### config.mk
export PLATFORM = sky130hd
export DESIGN_NAME = threshold_bin_joint_histogram
export DESIGN_NICKNAME = d
export VERILOG_FILES = /design/src/hdl/tbjh_pkg.sv /design/src/hdl/threshold_bin_joint_histogram.sv /design/src/hdl/tbjh_ram.sv
export SDC_FILE = /design/constraint.sdc
export NUM_CORES = 2
export LEC_CHECK = 0
export ABC_AREA = 0
export BUFFER_PORTS_ARGS = -buffer_cell sky130_fd_sc_hd__buf_2
export CAP_MARGIN = 25
export CORE_MARGIN = 2
export CORE_UTILIZATION = 55
export DETAILED_ROUTE_END_ITERATION = 10
export PLACE_DENSITY = 0.71
export REMOVE_ABC_BUFFERS = 1
export SLEW_MARGIN = 5
export SYNTH_ARGS = -nofsm -noshare
export SYNTH_HDL_FRONTEND = slang
export SYNTH_HIERARCHICAL = 1
export SYNTH_SLANG_ARGS = --single-unit
### constraint.sdc
create_clock -name clk -period 14.4 [get_ports clk]
set_input_delay 2.16 -clock clk [delete_from_list [all_inputs] [get_ports clk]]
set_output_delay 2.16 -clock clk [all_outputs]
set_load 0.02 [all_outputs]
### src/hdl/tbjh_pkg.sv
// Shared types, constants and helpers for the threshold-binning joint histogram.
package tbjh_pkg;

  localparam int NUM_CODES   = 16;
  localparam int NUM_BINS    = 8;
  localparam int COUNT_WIDTH = 16;
  localparam int NUM_EDGES   = 7;

  localparam int CODE_W      = $clog2(NUM_CODES);
  localparam int BIN_W       = $clog2(NUM_BINS);
  localparam int ADDR_W      = CODE_W + BIN_W;
  localparam int JOINT_DEPTH = NUM_CODES * (1 << BIN_W);

  localparam int VALUE_W   = 16;
  localparam int FIELD_W   = 16;
  localparam int CFG_IDX_W = 3;
  localparam int CFG_W     = 16;

  localparam logic [CFG_IDX_W-1:0] CFG_BINS_IN_USE = CFG_IDX_W'(NUM_EDGES);

  localparam logic [VALUE_W-1:0] EDGE_RESET = 16'h7FFF;
  localparam logic [3:0]         BINS_RESET = 4'd8;

  localparam logic [COUNT_WIDTH-1:0] COUNT_MAX = {COUNT_WIDTH{1'b1}};

  typedef enum logic {
    KIND_ADD  = 1'b0,
    KIND_READ = 1'b1
  } kind_t;

  function automatic logic [COUNT_WIDTH-1:0] sat_inc(input logic [COUNT_WIDTH-1:0] c);
    return (c == COUNT_MAX) ? c : c + 1'b1;
  endfunction

endpackage

### src/hdl/threshold_bin_joint_histogram.sv
// Threshold-binning joint histogram: bins samples and keeps joint, class, bin and total counts.
//
// Usage:
//   The slave stream carries one word per item. tuser is the kind: add a sample
//   or read the counts for a class code and bin. The master stream returns one
//   result word per item: the bin, the joint count, the class count, the bin
//   count and the sample total, each taken after the item's own update.
//   Bin edges and the number of bins in use are written through the cfg port
//   while no items are in flight.
// Timing:
//   An accepted word goes through an input stage (bin search and joint count
//   RAM read) and an update stage (saturating increments), then the output
//   register. One word is taken per cycle while m_tready keeps the output free.
//   A same-entry update in consecutive cycles is forwarded from the last RAM
//   write, so back-to-back samples keep the full rate.
// Reset and stalls:
//   Synchronous reset clears all counts at once (the joint count RAM is masked
//   by per-entry valid bits) and restores the edge and bin registers. When the
//   receiver holds tready low, the stages fill up and tready on the slave side
//   drops only once all three are occupied.
module threshold_bin_joint_histogram (
  input  logic                            clk,
  input  logic                            rst,
  // Configuration write port.
  input  logic                            cfg_we,
  input  logic [tbjh_pkg::CFG_IDX_W-1:0]  cfg_index,
  input  logic [tbjh_pkg::CFG_W-1:0]      cfg_data,
  // Input stream.
  input  logic                            s_tvalid,
  output logic                            s_tready,
  input  logic [23:0]                     s_tdata,  // sample_value, class_code, read_bin
  input  logic                            s_tuser,  // kind
  // Result stream.
  output logic                            m_tvalid,
  input  logic                            m_tready,
  // bin_index, joint_count, class_total, bin_total, sample_total
  output logic [71:0]                     m_tdata
);

  localparam int CW = tbjh_pkg::COUNT_WIDTH;
  localparam int FW = tbjh_pkg::FIELD_W;

  // Configuration registers.
  logic signed [tbjh_pkg::VALUE_W-1:0] edge_val [tbjh_pkg::NUM_EDGES];
  logic [3:0]                          bins_in_use;

  // Input stage.
  logic                                a_valid;
  tbjh_pkg::kind_t                     a_kind;
  logic signed [tbjh_pkg::VALUE_W-1:0] a_value;
  logic [3:0]                          a_code;
  logic [2:0]                          a_rbin;
  logic [3:0]                          bins_n;
  logic [3:0]                          last_bin;
  logic [3:0]                          a_pick;
  logic [2:0]                          a_bin;
  logic                                a_bin_ok;
  logic                                a_code_ok;
  logic [tbjh_pkg::ADDR_W-1:0]         a_addr;

  // Update stage.
  logic                                b_valid;
  tbjh_pkg::kind_t                     b_kind;
  logic [2:0]                          b_bin;
  logic                                b_bin_ok;
  logic                                b_code_ok;
  logic [tbjh_pkg::ADDR_W-1:0]         b_addr;
  logic [tbjh_pkg::CODE_W-1:0]         b_code_idx;
  logic [tbjh_pkg::BIN_W-1:0]          b_bin_idx;
  logic                                b_count;
  logic [CW-1:0]                       joint_old;
  logic [CW-1:0]                       joint_res;
  logic [CW-1:0]                       class_res;
  logic [CW-1:0]                       bin_res;
  logic [CW-1:0]                       total_res;

  // Count storage.
  logic [CW-1:0]                       class_cnt [tbjh_pkg::NUM_CODES];
  logic [CW-1:0]                       bin_cnt [tbjh_pkg::NUM_BINS];
  logic [CW-1:0]                       total_samples;
  logic [tbjh_pkg::JOINT_DEPTH-1:0]    joint_valid;
  logic [CW-1:0]                       ram_q;
  logic                                ram_we;
  logic                                lastwr_valid;
  logic [tbjh_pkg::ADDR_W-1:0]         lastwr_addr;
  logic [CW-1:0]                       lastwr_data;
  logic                                fwd;

  // Output register.
  logic [2:0]                          m_bin;
  logic [FW-1:0]                       m_joint;
  logic [FW-1:0]                       m_class;
  logic [FW-1:0]                       m_bintot;
  logic [FW-1:0]                       m_total;

  // Handshake.
  logic out_free;
  logic b_go;
  logic b_load;
  logic s_acc;

  assign out_free = !m_tvalid || m_tready;
  assign b_go     = b_valid && out_free;
  assign b_load   = a_valid && (!b_valid || b_go);
  assign s_tready = !a_valid || b_load;
  assign s_acc    = s_tvalid && s_tready;

  assign m_tdata = {5'd0, m_total, m_bintot, m_class, m_joint, m_bin};

  // Bin search: the first used edge that is not below the sample, else the last bin.
  always_comb begin
    bins_n = bins_in_use;
    if (bins_n == 4'd0) begin
      bins_n = 4'd1;
    end else if (bins_n > 4'(tbjh_pkg::NUM_BINS)) begin
      bins_n = 4'(tbjh_pkg::NUM_BINS);
    end
    last_bin = bins_n - 4'd1;
    a_pick   = last_bin;
    for (int b = tbjh_pkg::NUM_EDGES - 1; b >= 0; b--) begin
      if ((4'(b) < last_bin) && (a_value <= edge_val[b])) begin
        a_pick = 4'(b);
      end
    end
    a_bin     = (a_kind == tbjh_pkg::KIND_READ) ? a_rbin : 3'(a_pick);
    a_bin_ok  = int'(a_bin) < tbjh_pkg::NUM_BINS;
    a_code_ok = int'(a_code) < tbjh_pkg::NUM_CODES;
    a_addr    = {tbjh_pkg::CODE_W'(a_code), tbjh_pkg::BIN_W'(a_bin)};
  end

  tbjh_ram #(
    .WIDTH(CW),
    .DEPTH(tbjh_pkg::JOINT_DEPTH)
  ) u_joint_ram (
    .clk  (clk),
    .we   (ram_we),
    .waddr(b_addr),
    .wdata(joint_res),
    .re   (b_load),
    .raddr(a_addr),
    .rdata(ram_q)
  );

  // The RAM read misses only the write made at the same edge; the last write
  // register always matches memory for its address, so it can be forwarded.
  always_comb begin
    b_code_idx = b_addr[tbjh_pkg::ADDR_W-1:tbjh_pkg::BIN_W];
    b_bin_idx  = b_addr[tbjh_pkg::BIN_W-1:0];
    fwd        = lastwr_valid && (lastwr_addr == b_addr);
    if (fwd) begin
      joint_old = lastwr_data;
    end else if (joint_valid[b_addr]) begin
      joint_old = ram_q;
    end else begin
      joint_old = '0;
    end
    b_count = b_valid && (b_kind == tbjh_pkg::KIND_ADD) && b_code_ok;

    if (b_code_ok && b_bin_ok) begin
      joint_res = b_count ? tbjh_pkg::sat_inc(joint_old) : joint_old;
    end else begin
      joint_res = '0;
    end
    if (b_code_ok) begin
      class_res = b_count ? tbjh_pkg::sat_inc(class_cnt[b_code_idx]) : class_cnt[b_code_idx];
    end else begin
      class_res = '0;
    end
    if (b_bin_ok) begin
      bin_res = b_count ? tbjh_pkg::sat_inc(bin_cnt[b_bin_idx]) : bin_cnt[b_bin_idx];
    end else begin
      bin_res = '0;
    end
    total_res = b_count ? tbjh_pkg::sat_inc(total_samples) : total_samples;
    ram_we    = b_go && b_count;
  end

  always_ff @(posedge clk) begin
    if (rst) begin
      for (int i = 0; i < tbjh_pkg::NUM_EDGES; i++) begin
        edge_val[i] <= tbjh_pkg::EDGE_RESET;
      end
      bins_in_use   <= tbjh_pkg::BINS_RESET;
      a_valid       <= 1'b0;
      b_valid       <= 1'b0;
      m_tvalid      <= 1'b0;
      lastwr_valid  <= 1'b0;
      joint_valid   <= '0;
      total_samples <= '0;
      for (int i = 0; i < tbjh_pkg::NUM_CODES; i++) begin
        class_cnt[i] <= '0;
      end
      for (int i = 0; i < tbjh_pkg::NUM_BINS; i++) begin
        bin_cnt[i] <= '0;
      end
    end else begin
      if (cfg_we) begin
        priority if (int'(cfg_index) < tbjh_pkg::NUM_EDGES) begin
          edge_val[cfg_index] <= cfg_data;
        end else if (cfg_index == tbjh_pkg::CFG_BINS_IN_USE) begin
          bins_in_use <= cfg_data[3:0];
        end
      end

      if (s_acc) begin
        a_valid <= 1'b1;
      end else if (b_load) begin
        a_valid <= 1'b0;
      end
      if (b_load) begin
        b_valid <= 1'b1;
      end else if (b_go) begin
        b_valid <= 1'b0;
      end
      if (b_go) begin
        m_tvalid <= 1'b1;
      end else if (m_tready) begin
        m_tvalid <= 1'b0;
      end

      if (ram_we) begin
        lastwr_valid           <= 1'b1;
        joint_valid[b_addr]    <= 1'b1;
        class_cnt[b_code_idx]  <= class_res;
        bin_cnt[b_bin_idx]     <= bin_res;
        total_samples          <= total_res;
      end
    end
  end

  // Payload registers.
  always_ff @(posedge clk) begin
    if (s_acc) begin
      a_kind  <= tbjh_pkg::kind_t'(s_tuser);
      a_value <= s_tdata[15:0];
      a_code  <= s_tdata[19:16];
      a_rbin  <= s_tdata[22:20];
    end
    if (b_load) begin
      b_kind    <= a_kind;
      b_bin     <= a_bin;
      b_bin_ok  <= a_bin_ok;
      b_code_ok <= a_code_ok;
      b_addr    <= a_addr;
    end
    if (ram_we) begin
      lastwr_addr <= b_addr;
      lastwr_data <= joint_res;
    end
    if (b_go) begin
      m_bin    <= b_bin;
      m_joint  <= FW'(joint_res);
      m_class  <= FW'(class_res);
      m_bintot <= FW'(bin_res);
      m_total  <= FW'(total_res);
    end
  end

`ifndef SYNTHESIS
  // A joint count never exceeds its class or bin count, and those never exceed the total.
  assert property (@(posedge clk) disable iff (rst)
    m_tvalid |-> (m_joint <= m_class) && (m_joint <= m_bintot) &&
                 (m_class <= m_total) && (m_bintot <= m_total))
    else $error("result counts are inconsistent");

  // The sample total only grows between resets.
  assert property (@(posedge clk) disable iff (rst)
    !$past(rst) |-> (total_samples >= $past(total_samples)))
    else $error("sample total decreased");

  // A stalled update stage keeps its item and does not write the joint counts.
  assert property (@(posedge clk) disable iff (rst)
    (b_valid && !b_go) |=> b_valid && $stable(b_addr) && !$past(ram_we))
    else $error("stalled update stage lost its item");
`endif

endmodule

### src/hdl/tbjh_ram.sv
// Generic single-write, single-read RAM with a registered read port.
module tbjh_ram #(
  parameter int WIDTH = 16,
  parameter int DEPTH = 128,
  localparam int AW = $clog2(DEPTH)
) (
  input  logic             clk,
  input  logic             we,
  input  logic [AW-1:0]    waddr,
  input  logic [WIDTH-1:0] wdata,
  input  logic             re,
  input  logic [AW-1:0]    raddr,
  output logic [WIDTH-1:0] rdata
);

  logic [WIDTH-1:0] mem [DEPTH];

  always_ff @(posedge clk) begin
    if (we) begin
      mem[waddr] <= wdata;
    end
    if (re) begin
      rdata <= mem[raddr];
    end
  end

endmodule
==> impl_metrics.yaml <==
status:
  status: "finished, final reports clean"
timing:
  clock-skew-final_ns: 0.0459
  max-slew-margin-rel_pct: 23.9
  setup_slack_of_the_critical_path_after_layout_ns: 6.31
  number_of_failing_setup_endpoints_in_the_final_timing_report: 0
  timing_worst_slew_pin_value_ns: 1.14
  fin_tns_setup_ns: 0
  finalHoldViolations: 0
  grt_setup_unrepaired: "no"
  maxSlewViolCount: 0
  layout_min_cycle_time_ns: 8.09
  fin_crit_sh_pct: 56.2
  clock.fmax_mhz: 124
placed_design:
  routability_driven_placement_congestion_ratio: 0.849
  post-place-ws_ns: 6.50
  dp_hpwl_mm: 155
  port_buffers: 116
grt:
  grt_antenna_before_repair: 12
  grt_first_pass_wirelength_mm: 397
  grt_usage_pct: 25.8
  globalRouteOverflowTotal: 0
  first_global_vias: 59200
  grt_max_degree: 133
floorplanning:
  fp.dieW_um: 460
  ios: 123
  floorplan.die_area_sq_um: 212000
  floorplan.initialDensity_pct: 55.3
  row_count: 167
  core_sq_um: 207000
  die_height_um: 460
layout:
  postLayoutCoreUtil_pct: 62.4
  nets: 6553
  layout_cell_share_with_drive_strength_beyond_1_pct: 26.2
  syn_to_final_growth_pct: 12.8
critical_path:
  worst_setup_path_start_kind: "flop"
  cp_max_delay_cell: "buf_4"
  highest_net_fanout_along_the_worst_path: 66
  cp_num_buf_inv: 7
  worst_ep_required_time_ns: 15.02
  cell_mode_on_critical_path: "buf_4"
  worst-endpoint-arrival_ns: 8.70
  worst_path_dominant_cell_family: "buffers and inverters"
  cpPeakStageDelay_ns: 0.78
  critical_path.cell_chain: "buf_4 -> buf_4 -> mux2i_1 -> o22ai_1 -> o21ai_0 -> a41oi_1 -> nor4_2 -> buf_4 -> nor2_1 -> buf_4 -> a22o_1 -> ha_1 -> inv_1 -> or4_1 -> o31ai_1 -> o21ai_1 -> nor2_1 -> nor3_1 -> xor2_4 -> buf_4 -> buf_4"
  crit_type: "flop to flop"
  critPathCaptureType: "flop"
logic_synthesis:
  post_synth_and_or_nand_nor_area_fraction_pct: 4.16
  synth-compound-area-share_pct: 2.41
  cell_types_with_the_largest_area_share_after_synthesis: "edfxtp_1 70%, mux4_2 15%, dfxtp_1 3.1%"
  synth_cell_types: 76
  synth-edff-count: 2666
  synth_top_flop_cell: "edfxtp_1"
  yosys_warnings: 6
  muxShareOfSynthArea_pct: 16.4
  synth-adder-area-share_pct: 1.30
  ys_seq_area_share_pct: 73.0
  synthDominantCellAreaShare_pct: 69.9
  synth.avg_cell_area_sq_um: 18.9
  syn-cell-area_sq_um: 115000
  post_synth_inst_count: 6047
  yosys_register_bits: 2841
  main_combinational_cell_family_by_area_after_synthesis: "multiplexers"
  yosys.area.top_type: "edfxtp_1"
  postSynth.asyncResetShare_pct: 0
  synthXorXnorAreaFrac_pct: 0.466
power:
  static-leakage-power_nw: 42.8
  vdd.ir_drop.worst_mv: 0.0939
  power-per-cell-area_nw_per_um2: 144
  p_total_mw: 18.6
clock_tree:
  ctsResizeCount: 0
  clock_root_buffer: "clkbuf_16"
  cts.repair_timing.setup_buffer_count: 0
  h_tree_level_count: 5
  clock-sinks: 2841
  max-clock-path-buffers: 4
  postCtsHoldBufs: 0
  clkTransAtPathRegs_ns: 0.06
  clk_latency_ns: 0.95
  cts_tree: "done"
  numCtsBuffers: 299
routing:
  detail_route.wirelength_mm: 272
  remaining_drc_errors: 0
  route.vias.total: 59200
  drtAntennaViolNets: 0
  via_per_inst: 6.30
  drtIter0Drc: 7169
  wire_per_inst_um: 29.0
  drt_pre_antenna_iters: 6
min_path:
  worst_hold_path_type: "flop to flop"
job:
  timing.max_cap.violations: 0
==> path summary, 6_finish.rpt <==
check,startpoint,to,slack [ns],depth (start not counted)
max,b_bin[0],u_joint_ram/mem[125][5],6.31,21
min,edge_val[6][2],edge_val[6][2],0.47,1
min reg2reg,edge_val[6][2],edge_val[6][2],0.47,1
max reg2reg,b_bin[0],u_joint_ram/mem[125][5],6.31,21
==> cells in the final DEF, fill, tap and decap left out, drive strengths merged, types with 43 or more instances in the layout <==
master / count
nand2: 137
clkbuf: 385
nand3: 57
dfxtp: 175
edfxtp: 2666
buf: 379
o21ai: 43
inv: 297
mux4: 783
mux2i: 90
o22ai: 146
ha: 119
nor2: 643
clkinv: 91
a21oi: 50
==> per-stage QoR <==
stage / instances / cell area (sq um) / hold WS (ns)
floorplan: 5705 / 113000 / 0.432
global placement: 8831 / 119000 / 0.442
detailed placement: 8861 / 120000 / 0.449
CTS: 9376 / 129000 / 0.463
global route: 9388 / 129000 / 0.475
finish: 9392 / 129000 / 0.465
==> state kept, by name, summed over array words and instances (netlist names), 5 cells and up, named ones only <==
signal	flops
u_joint_ram/rdata	16
m_total	16
m_class	16
total_samples	16
class_cnt	256
a_value	16
edge_val	112
m_bintot	16
m_joint	16
bin_cnt	128
joint_valid	128
lastwr_addr	7
u_joint_ram/mem	2048
b_addr	5
lastwr_data	16
==> synth_stat cells, types with 33 or more instances <==
cell type	n
nor2_1	643
o22ai_1	146
clkbuf_1	208
mux2i_1	89
a21o_1	37
nand2_1	137
xnor2_1	33
a21oi_1	50
o21ai_0	40
buf_2	84
nand4_1	39
nand3_1	57
buf_1	35
mux4_2	783
dfxtp_1	175
inv_1	286
nor3_1	33
ha_1	119
edfxtp_1	2666
or2_2	37
==> layer usage <==
| metal | GRT usage (%) | up-vias | part of all wire, % |
|---|---|---|---|
| met5 | 0 | - | 0.030 |
| met4 | 8.44 | 12 | 3.3 |
| met3 | 4.53 | 525 | 8.7 |
| met2 | 41.8 | 2854 | 49 |
| met1 | 36.0 | 31000 | 39 |
| li1 | - | 24800 | - |
==> report_power, final <==
group          internal, mW  switching, mW
Combinational          1.00           1.12
Clock                  4.34           3.05
Sequential             9.02         0.0543
==> cell type report <==
| type | count | area, sq um |
|---|---|---|
| Sequential cell | 2841 | 83600 |
| Fill cell | 14100 | 77900 |
| Multi-Input combinational cell | 2574 | 28900 |
| Clock buffer | 385 | 8000 |
| Tap cell | 2788 | 3490 |
| Timing Repair Buffer | 379 | 2950 |
| Clock inverter | 130 | 1260 |
| Inverter | 290 | 1090 |
| Antenna cell | 5 | 12.5 |
==> cells by family after synthesis <==
kind of cell / after synthesis
compound gates: 409
xor+xnor: 61
simple gates: 1082
other cells: 1
flops: 2841
mux: 898
fa+ha+maj: 119
buf+inv: 636
Note: power is estimated with default switching activity, not from simulation.
